**src/rtl/core/assert_macros.svh**
```systemverilog
// assertion helpers used by two_stack_fifo_queue
`ifndef ASSERT_MACROS_SVH
`define ASSERT_MACROS_SVH

// property checked on every rising clk edge outside reset
`define ASSERT_CLK(label, prop, msg) \
    label: assert property (@(posedge clk) disable iff (!rst_n) prop) else $error(msg);

// implication checked on every rising clk edge outside reset
`define ASSERT_IMPL(label, ante, cons, msg) \
    label: assert property (@(posedge clk) disable iff (!rst_n) (ante) |-> (cons)) \
        else $error(msg);

`endif

```
**src/rtl/core/tsq_pkg.sv**
```systemverilog
`timescale 1ns / 1ps

package tsq_pkg;

    localparam int DATA_W    = 32;
    localparam int CAP_W     = 7;
    localparam int STATUS_W  = 2;
    localparam int DEPTH_DEF = 64;

    localparam logic [CAP_W-1:0] CAP_RESET = 7'd64;

    localparam logic FUNC_ENQ = 1'b0;
    localparam logic FUNC_DEQ = 1'b1;

    localparam logic [STATUS_W-1:0] ST_DONE  = 2'd0;
    localparam logic [STATUS_W-1:0] ST_FULL  = 2'd1;
    localparam logic [STATUS_W-1:0] ST_EMPTY = 2'd2;

    localparam logic [DATA_W-1:0] EMPTY_VALUE = '1;

endpackage

```
**src/rtl/core/tsq_ram.sv**
```systemverilog
`timescale 1ns / 1ps

module tsq_ram
    import tsq_pkg::*;
#(
    parameter int WIDTH = DATA_W,
    parameter int DEPTH = DEPTH_DEF,
    localparam int AW = (DEPTH > 1) ? $clog2(DEPTH) : 1
)
(
    input  logic             clk,
    input  logic             we,
    input  logic [AW-1:0]    waddr,
    input  logic [WIDTH-1:0] wdata,
    input  logic [AW-1:0]    raddr,
    output logic [WIDTH-1:0] rdata
);

    logic [WIDTH-1:0] mem_reg [DEPTH];
    logic [WIDTH-1:0] rd_data_reg;

    always_ff @(posedge clk)
    begin
        if (we)
        begin
            mem_reg[waddr] <= wdata;
        end
        rd_data_reg <= mem_reg[raddr];
    end

    assign rdata = rd_data_reg;

endmodule

```
**src/rtl/core/two_stack_fifo_queue.sv**
```systemverilog
`timescale 1ns / 1ps
// channel   | handshake                 | payload
// input     | in_valid / in_stall       | func, value_in
// output    | out_valid / out_stall     | value_out, status
// config    | cfg_valid / cfg_ready     | cfg_data (capacity)
//
// enqueue: from acceptance through S_RESULT to a loaded output register
// dequeue, output stack not empty: S_POP, S_POP_WAIT, S_RESULT; an empty output
// stack first moves the whole input stack over, each entry via S_XFER_RD and
// S_XFER_WR, bounded by the single read port and registered read of each memory
// reset clears fill counts and control, loads capacity 64; memories not cleared
// output register holds its result under out_stall; a busy sequencer stalls input

`include "assert_macros.svh"

module two_stack_fifo_queue
    import tsq_pkg::*;
#(
    parameter int DEPTH = DEPTH_DEF
)
(
    input  logic                       clk,
    input  logic                       rst_n,

    input  logic                       in_valid,
    output logic                       in_stall,
    input  logic                       func,
    input  logic signed [DATA_W-1:0]   value_in,

    output logic                       out_valid,
    input  logic                       out_stall,
    output logic signed [DATA_W-1:0]   value_out,
    output logic [STATUS_W-1:0]        status,

    input  logic                       cfg_valid,
    output logic                       cfg_ready,
    input  logic [CAP_W-1:0]           cfg_data
);

    localparam int AW = (DEPTH > 1) ? $clog2(DEPTH) : 1;
    localparam int CW = $clog2(DEPTH + 1);
    localparam int KW = (CW > CAP_W) ? CW : CAP_W;

    typedef enum logic [2:0] {
        S_IDLE,
        S_XFER_RD,
        S_XFER_WR,
        S_POP,
        S_POP_WAIT,
        S_RESULT
    } state_t;

    state_t                state_reg;
    logic [CAP_W-1:0]      capacity_reg;
    logic [CW-1:0]         in_count_reg;
    logic [CW-1:0]         out_count_reg;
    logic [DATA_W-1:0]     res_value_reg;
    logic [STATUS_W-1:0]   res_status_reg;
    logic                  out_valid_reg;
    logic [DATA_W-1:0]     value_out_reg;
    logic [STATUS_W-1:0]   status_reg;

    logic [KW-1:0]         cap_ext;
    logic [KW-1:0]         eff_k;
    logic [CW-1:0]         eff_cap;
    logic                  in_accept;
    logic                  out_free;

    logic                  in_we;
    logic [AW-1:0]         in_waddr;
    logic [AW-1:0]         in_raddr;
    logic [DATA_W-1:0]     in_rdata;
    logic                  out_we;
    logic [AW-1:0]         out_waddr;
    logic [AW-1:0]         out_raddr;
    logic [DATA_W-1:0]     out_rdata;
    logic [CW-1:0]         in_top;
    logic [CW-1:0]         out_top;

    // capacity saturates at the memory depth
    assign cap_ext = KW'(capacity_reg);
    assign eff_k   = (cap_ext > KW'(DEPTH)) ? KW'(DEPTH) : cap_ext;
    assign eff_cap = eff_k[CW-1:0];

    assign in_stall  = (state_reg != S_IDLE);
    assign in_accept = in_valid && !in_stall;
    assign out_free  = !out_valid_reg || !out_stall;
    assign cfg_ready = (state_reg == S_IDLE);

    assign in_top  = in_count_reg - CW'(1);
    assign out_top = out_count_reg - CW'(1);

    always_comb
    begin
        in_we     = in_accept && (func == FUNC_ENQ) && (in_count_reg < eff_cap);
        in_waddr  = in_count_reg[AW-1:0];
        in_raddr  = in_top[AW-1:0];
        out_we    = (state_reg == S_XFER_WR) && (out_count_reg < eff_cap);
        out_waddr = out_count_reg[AW-1:0];
        out_raddr = out_top[AW-1:0];
    end

    tsq_ram #(
        .WIDTH (DATA_W),
        .DEPTH (DEPTH)
    ) u_in_stack (
        .clk   (clk),
        .we    (in_we),
        .waddr (in_waddr),
        .wdata (value_in),
        .raddr (in_raddr),
        .rdata (in_rdata)
    );

    tsq_ram #(
        .WIDTH (DATA_W),
        .DEPTH (DEPTH)
    ) u_out_stack (
        .clk   (clk),
        .we    (out_we),
        .waddr (out_waddr),
        .wdata (in_rdata),
        .raddr (out_raddr),
        .rdata (out_rdata)
    );

    always_ff @(posedge clk or negedge rst_n)
    begin
        if (!rst_n)
        begin
            state_reg      <= S_IDLE;
            capacity_reg   <= CAP_RESET;
            in_count_reg   <= '0;
            out_count_reg  <= '0;
            out_valid_reg  <= 1'b0;
            res_value_reg  <= '0;
            res_status_reg <= ST_DONE;
            value_out_reg  <= '0;
            status_reg     <= ST_DONE;
        end
        else
        begin
            if (cfg_valid && cfg_ready)
            begin
                capacity_reg <= cfg_data;
            end

            if ((state_reg == S_RESULT) && out_free)
            begin
                out_valid_reg <= 1'b1;
            end
            else if (out_valid_reg && !out_stall)
            begin
                out_valid_reg <= 1'b0;
            end

            case (state_reg)
                S_IDLE:
                begin
                    if (in_accept)
                    begin
                        if (func == FUNC_ENQ)
                        begin
                            res_value_reg <= '0;
                            if (in_count_reg < eff_cap)
                            begin
                                in_count_reg   <= in_count_reg + CW'(1);
                                res_status_reg <= ST_DONE;
                            end
                            else
                            begin
                                res_status_reg <= ST_FULL;
                            end
                            state_reg <= S_RESULT;
                        end
                        else if (out_count_reg == '0)
                        begin
                            state_reg <= S_XFER_RD;
                        end
                        else
                        begin
                            state_reg <= S_POP;
                        end
                    end
                end
                S_XFER_RD:
                begin
                    if (in_count_reg == '0)
                    begin
                        state_reg <= S_POP;
                    end
                    else
                    begin
                        in_count_reg <= in_top;
                        state_reg    <= S_XFER_WR;
                    end
                end
                S_XFER_WR:
                begin
                    // entry is lost when the output stack is already full
                    if (out_count_reg < eff_cap)
                    begin
                        out_count_reg <= out_count_reg + CW'(1);
                    end
                    state_reg <= S_XFER_RD;
                end
                S_POP:
                begin
                    if (out_count_reg != '0)
                    begin
                        out_count_reg <= out_top;
                        state_reg     <= S_POP_WAIT;
                    end
                    else
                    begin
                        res_value_reg  <= EMPTY_VALUE;
                        res_status_reg <= ST_EMPTY;
                        state_reg      <= S_RESULT;
                    end
                end
                S_POP_WAIT:
                begin
                    res_value_reg  <= out_rdata;
                    res_status_reg <= ST_DONE;
                    state_reg      <= S_RESULT;
                end
                S_RESULT:
                begin
                    if (out_free)
                    begin
                        value_out_reg <= res_value_reg;
                        status_reg    <= res_status_reg;
                        state_reg     <= S_IDLE;
                    end
                end
                default:
                begin
                    state_reg <= S_IDLE;
                end
            endcase
        end
    end

    assign out_valid = out_valid_reg;
    assign value_out = value_out_reg;
    assign status    = status_reg;

    `ASSERT_CLK(a_in_count_bound, in_count_reg <= CW'(DEPTH), "input stack count above depth")
    `ASSERT_CLK(a_out_count_bound, out_count_reg <= CW'(DEPTH), "output stack count above depth")
    `ASSERT_IMPL(a_accept_busy, in_accept, ##1 (state_reg != S_IDLE), "no work after transaction")
    `ASSERT_IMPL(a_pop_dec, (state_reg == S_POP) && (out_count_reg != '0), ##1 (out_count_reg == $past(out_top)), "pop did not lower output count")
    `ASSERT_IMPL(a_out_from_result, $rose(out_valid_reg), $past(state_reg) == S_RESULT, "result shown outside result state")

endmodule

```
**config.mk**
```make
export PLATFORM = sky130hd
export DESIGN_NAME = two_stack_fifo_queue
export DESIGN_NICKNAME = d
export VERILOG_FILES = /design/src/rtl/core/tsq_pkg.sv /design/src/rtl/core/tsq_ram.sv /design/src/rtl/core/two_stack_fifo_queue.sv
export VERILOG_INCLUDE_DIRS = /design/src /design/src/rtl/core
export SDC_FILE = /design/constraint.sdc
export NUM_CORES = 2
export LEC_CHECK = 0
export BUFFER_PORTS_ARGS = -buffer_cell sky130_fd_sc_hd__buf_4
export CORE_ASPECT_RATIO = 0.7
export CORE_MARGIN = 1
export CORE_UTILIZATION = 55
export CTS_CLUSTER_DIAMETER = 50
export DETAILED_ROUTE_END_ITERATION = 8
export HOLD_SLACK_MARGIN = 0.06
export PLACE_DENSITY = 0.78
export SYNTH_ARGS = -nofsm -noshare
export SYNTH_HDL_FRONTEND = slang
export SYNTH_SLANG_ARGS = --single-unit
export TNS_END_PERCENT = 30
```
**constraint.sdc**
```tcl
create_clock -name clk -period 8.1 [get_ports clk]
set_input_delay 2.025 -clock clk [delete_from_list [all_inputs] [get_ports clk]]
set_output_delay 2.025 -clock clk [all_outputs]
set_load 0.02 [all_outputs]
```
==> impl_metrics.env <==
export IMPL_nNetsFinal=7726
export IMPL_post_route_setup_tns_ns=0
export IMPL_placed_cell_area_um2=169000
export IMPL_max_clock_path_buffers=4
export IMPL_worstPathMaxFanout=32
export IMPL_slew_viol_final=2
export IMPL_dp_hpwl_mm=236
export IMPL_die_width_um=652
export IMPL_drt_pass1_iter_count=6
export IMPL_vias_in_the_first_global_route=81200
export IMPL_gp_congestion=0.915
export IMPL_critPathRequiredTime_ns=8.65
export IMPL_post_route_cell_area_um2=182000
export IMPL_area_growth_synth_to_final_pct=11.9
export IMPL_drv_max_cap_violation_count=1
export IMPL_cts_tree="done"
export IMPL_final_min_period_over_clock_period=0.632
export IMPL_max_slew_margin_rel=-0.0208
export IMPL_path_clk_slew_ns=0.06
export IMPL_dp_cells=11200
export IMPL_critPathLaunchType="flop"
export IMPL_share_of_synthesized_flip_flops_with_an_asynchronous_set_or_reset=0.0219
export IMPL_drt_initial_drc_count=13900
export IMPL_via_per_inst=6.92
export IMPL_buffer_ports_inserted=81
export IMPL_layout_core_utilization=0.620
export IMPL_dominantRegCellSynth="sky130_fd_sc_hd__edfxtp_1"
export IMPL_timing_hold_worst_class="flop to flop"
export IMPL_final_cell_mix="sky130_fd_sc_hd__edfxtp_1 (4,096), sky130_fd_sc_hd__mux4_2 (1,061), sky130_fd_sc_hd__nand2_1 (533)"
export IMPL_worst_setup_path_type="flop to flop"
export IMPL_grt_remaining_overflow=0
export IMPL_drt_drc=0
export IMPL_grt_max_degree=122
export IMPL_yosysUniqueCellTypes=60
export IMPL_synth_seq_cells=4253
export IMPL_critical_path_endpoint_type="flop"
export IMPL_ios=82
export IMPL_unrepaired_setup_endpoints_after_global_routing="false"
export IMPL_worst_hold_slack_ns=0.484
export IMPL_setup_viol=0
export IMPL_cts_sinks=4253
export IMPL_cts_made_buffers=393
export IMPL_floorplan_die_area_um2=298000
export IMPL_antenna_left=0
export IMPL_antenna_found_initial=46
export IMPL_cts_root_buf="sky130_fd_sc_hd__clkbuf_16"
export IMPL_fin_skew_ns=0.127
export IMPL_floorplan_rows=166
export IMPL_design_core_area_um2=293000
export IMPL_p_leak_nw=56.9
export IMPL_design_power_total_mw=74.5
export IMPL_cts_htree_levels=5
export IMPL_powerDensity_nw_per_um2=410
export IMPL_failed_checks="max-capacitance violations, max-slew violations"
export IMPL_arrival_time_at_the_worst_endpoint_ns=5.67
export IMPL_start_util=0.554
export IMPL_number_of_buffers_inserted_for_hold_repair_after_clock_tree_synthesis=0
export IMPL_pre_cts_slack_ns=2.70
export IMPL_fillers=18500
export IMPL_detail_route_wirelength_mm=433
export IMPL_dieHeight_um=457
export IMPL_final_common_cell="sky130_fd_sc_hd__edfxtp_1"
export IMPL_grt_pass1_wl_mm=606
export IMPL_yosys_warnings=0
export IMPL_tightestPinTransition_ns=1.53
export IMPL_postCtsSetupBuffers=0
export IMPL_synth_enable_flop_cells=4096
export IMPL_ys_seq_area_frac=0.779
export IMPL_synth_area_per_cell_um2=21.8
export IMPL_finish_cell_count_without_fillers=12000
export IMPL_irDropWorstVdd_v=0.000650
export IMPL_final_period_minus_worst_setup_slack_ns=5.12
export IMPL_maximum_achievable_frequency_mhz=195
export IMPL_setup_slack_ns=2.98
export IMPL_grt_util_all_layers=0.288
export IMPL_outcome="finished with violations"
export IMPL_multi_input_comb_area_um2=35000
export IMPL_report_final_hold_viol_count=0
export IMPL_post_route_cells_drive_above_1_share=0.271
export IMPL_post_synth_instance_area_um2=162000
export IMPL_synthesis_instances=7450
export IMPL_quantity_of_gates_resized_following_cts=0
export IMPL_detailroute_via_count=82700
export IMPL_routed_wire_length_per_instance_um=36.2
export IMPL_final_seq_area_um2=127000
export IMPL_mappedNetlistNets=7511
export IMPL_clk_insertion_delay_late_ns=0.96
==> metal layers <==
| metal | share of wire | track usage | vias to the layer above |
|---|---|---|---|
| met4 | 0.042 | 0.104 | 22 |
| met2 | 0.44 | 0.418 | 6987 |
| li1 | - | - | 31500 |
| met3 | 0.16 | 0.116 | 1018 |
| met1 | 0.35 | 0.398 | 43200 |
| met5 | 0.00034 | 0 | - |
==> power breakdown <==
group          leakage [nW]  internal [mW]  switching (mW)
logic                  12.1           9.76            19.0
clock network          6.33           10.6            8.28
registers              38.5           26.3           0.597
total                  56.9           46.6            27.9
==> layout make-up <==
class,count,area share
clock inverters,233,0.0137
inverters,12,0.000248
well taps,3948,0.0272
flip-flops and latches,4253,0.697
repair buffers,244,0.0115
multi-input cells,2761,0.192
clock buffers,485,0.0576
diodes,23,0.000317
==> worst max-delay path: stages, from the launching register on <==
cell and delay, ns:
sky130_fd_sc_hd__dfrtp_1 0.92, sky130_fd_sc_hd__ha_1 0.38, sky130_fd_sc_hd__a21o_1 0.16, sky130_fd_sc_hd__a21o_1 0.19, sky130_fd_sc_hd__a221oi_2 0.44, sky130_fd_sc_hd__nor2b_1 0.25
sky130_fd_sc_hd__buf_4 0.29, sky130_fd_sc_hd__nand4_1 0.85, sky130_fd_sc_hd__nor2_4 1.27
==> worst paths after layout <==
kind	start	end	slack, ns	cells after the start
setup / recovery	in_count_reg[4]	u_in_stack.mem_reg[37][3]	2.98	8
max in group asynchronous	rst_n	in_count_reg[0]	5.81	2
hold / removal	res_value_reg[23]	res_value_reg[23]	0.48	2
setup reg to reg	in_count_reg[4]	u_in_stack.mem_reg[37][3]	2.98	8
hold reg to reg	res_value_reg[23]	res_value_reg[23]	0.48	2
min in group asynchronous	rst_n	value_out[25]	1.12	1
==> kinds of logic (layout without fill, tap and decap cells) <==
kind of cell	count (synthesis)	count (layout)	share of synthesized area
flops	4253	4253	0.779
mux	1293	1293	0.162
simple gates	988	988	0.0261
compound gates	441	441	0.0179
buf+inv	436	974	0.0120
xor+xnor	23	23	0.00147
fa+ha+maj	16	16	0.00123
other cells	0	23	0
==> cell usage after synthesis (all sizes together) (24+ instances only) <==
cell type / n / area, µm²
dfxtp: 64 / 1280
mux2: 64 / 721
a31oi: 94 / 588
o22ai: 36 / 225
dfrtp: 92 / 2300
a21oi: 98 / 490
nor2: 160 / 603
o211ai: 24 / 180
a32oi: 47 / 412
nor3: 31 / 171
mux2i: 168 / 1680
nand2: 534 / 2000
nor2b: 30 / 188
edfxtp: 4096 / 123000
nand3: 171 / 856
o21ai: 55 / 275
buf: 211 / 1100
mux4: 1061 / 23900
clkbuf: 213 / 800
Note: power is estimated with default switching activity, not from simulation.
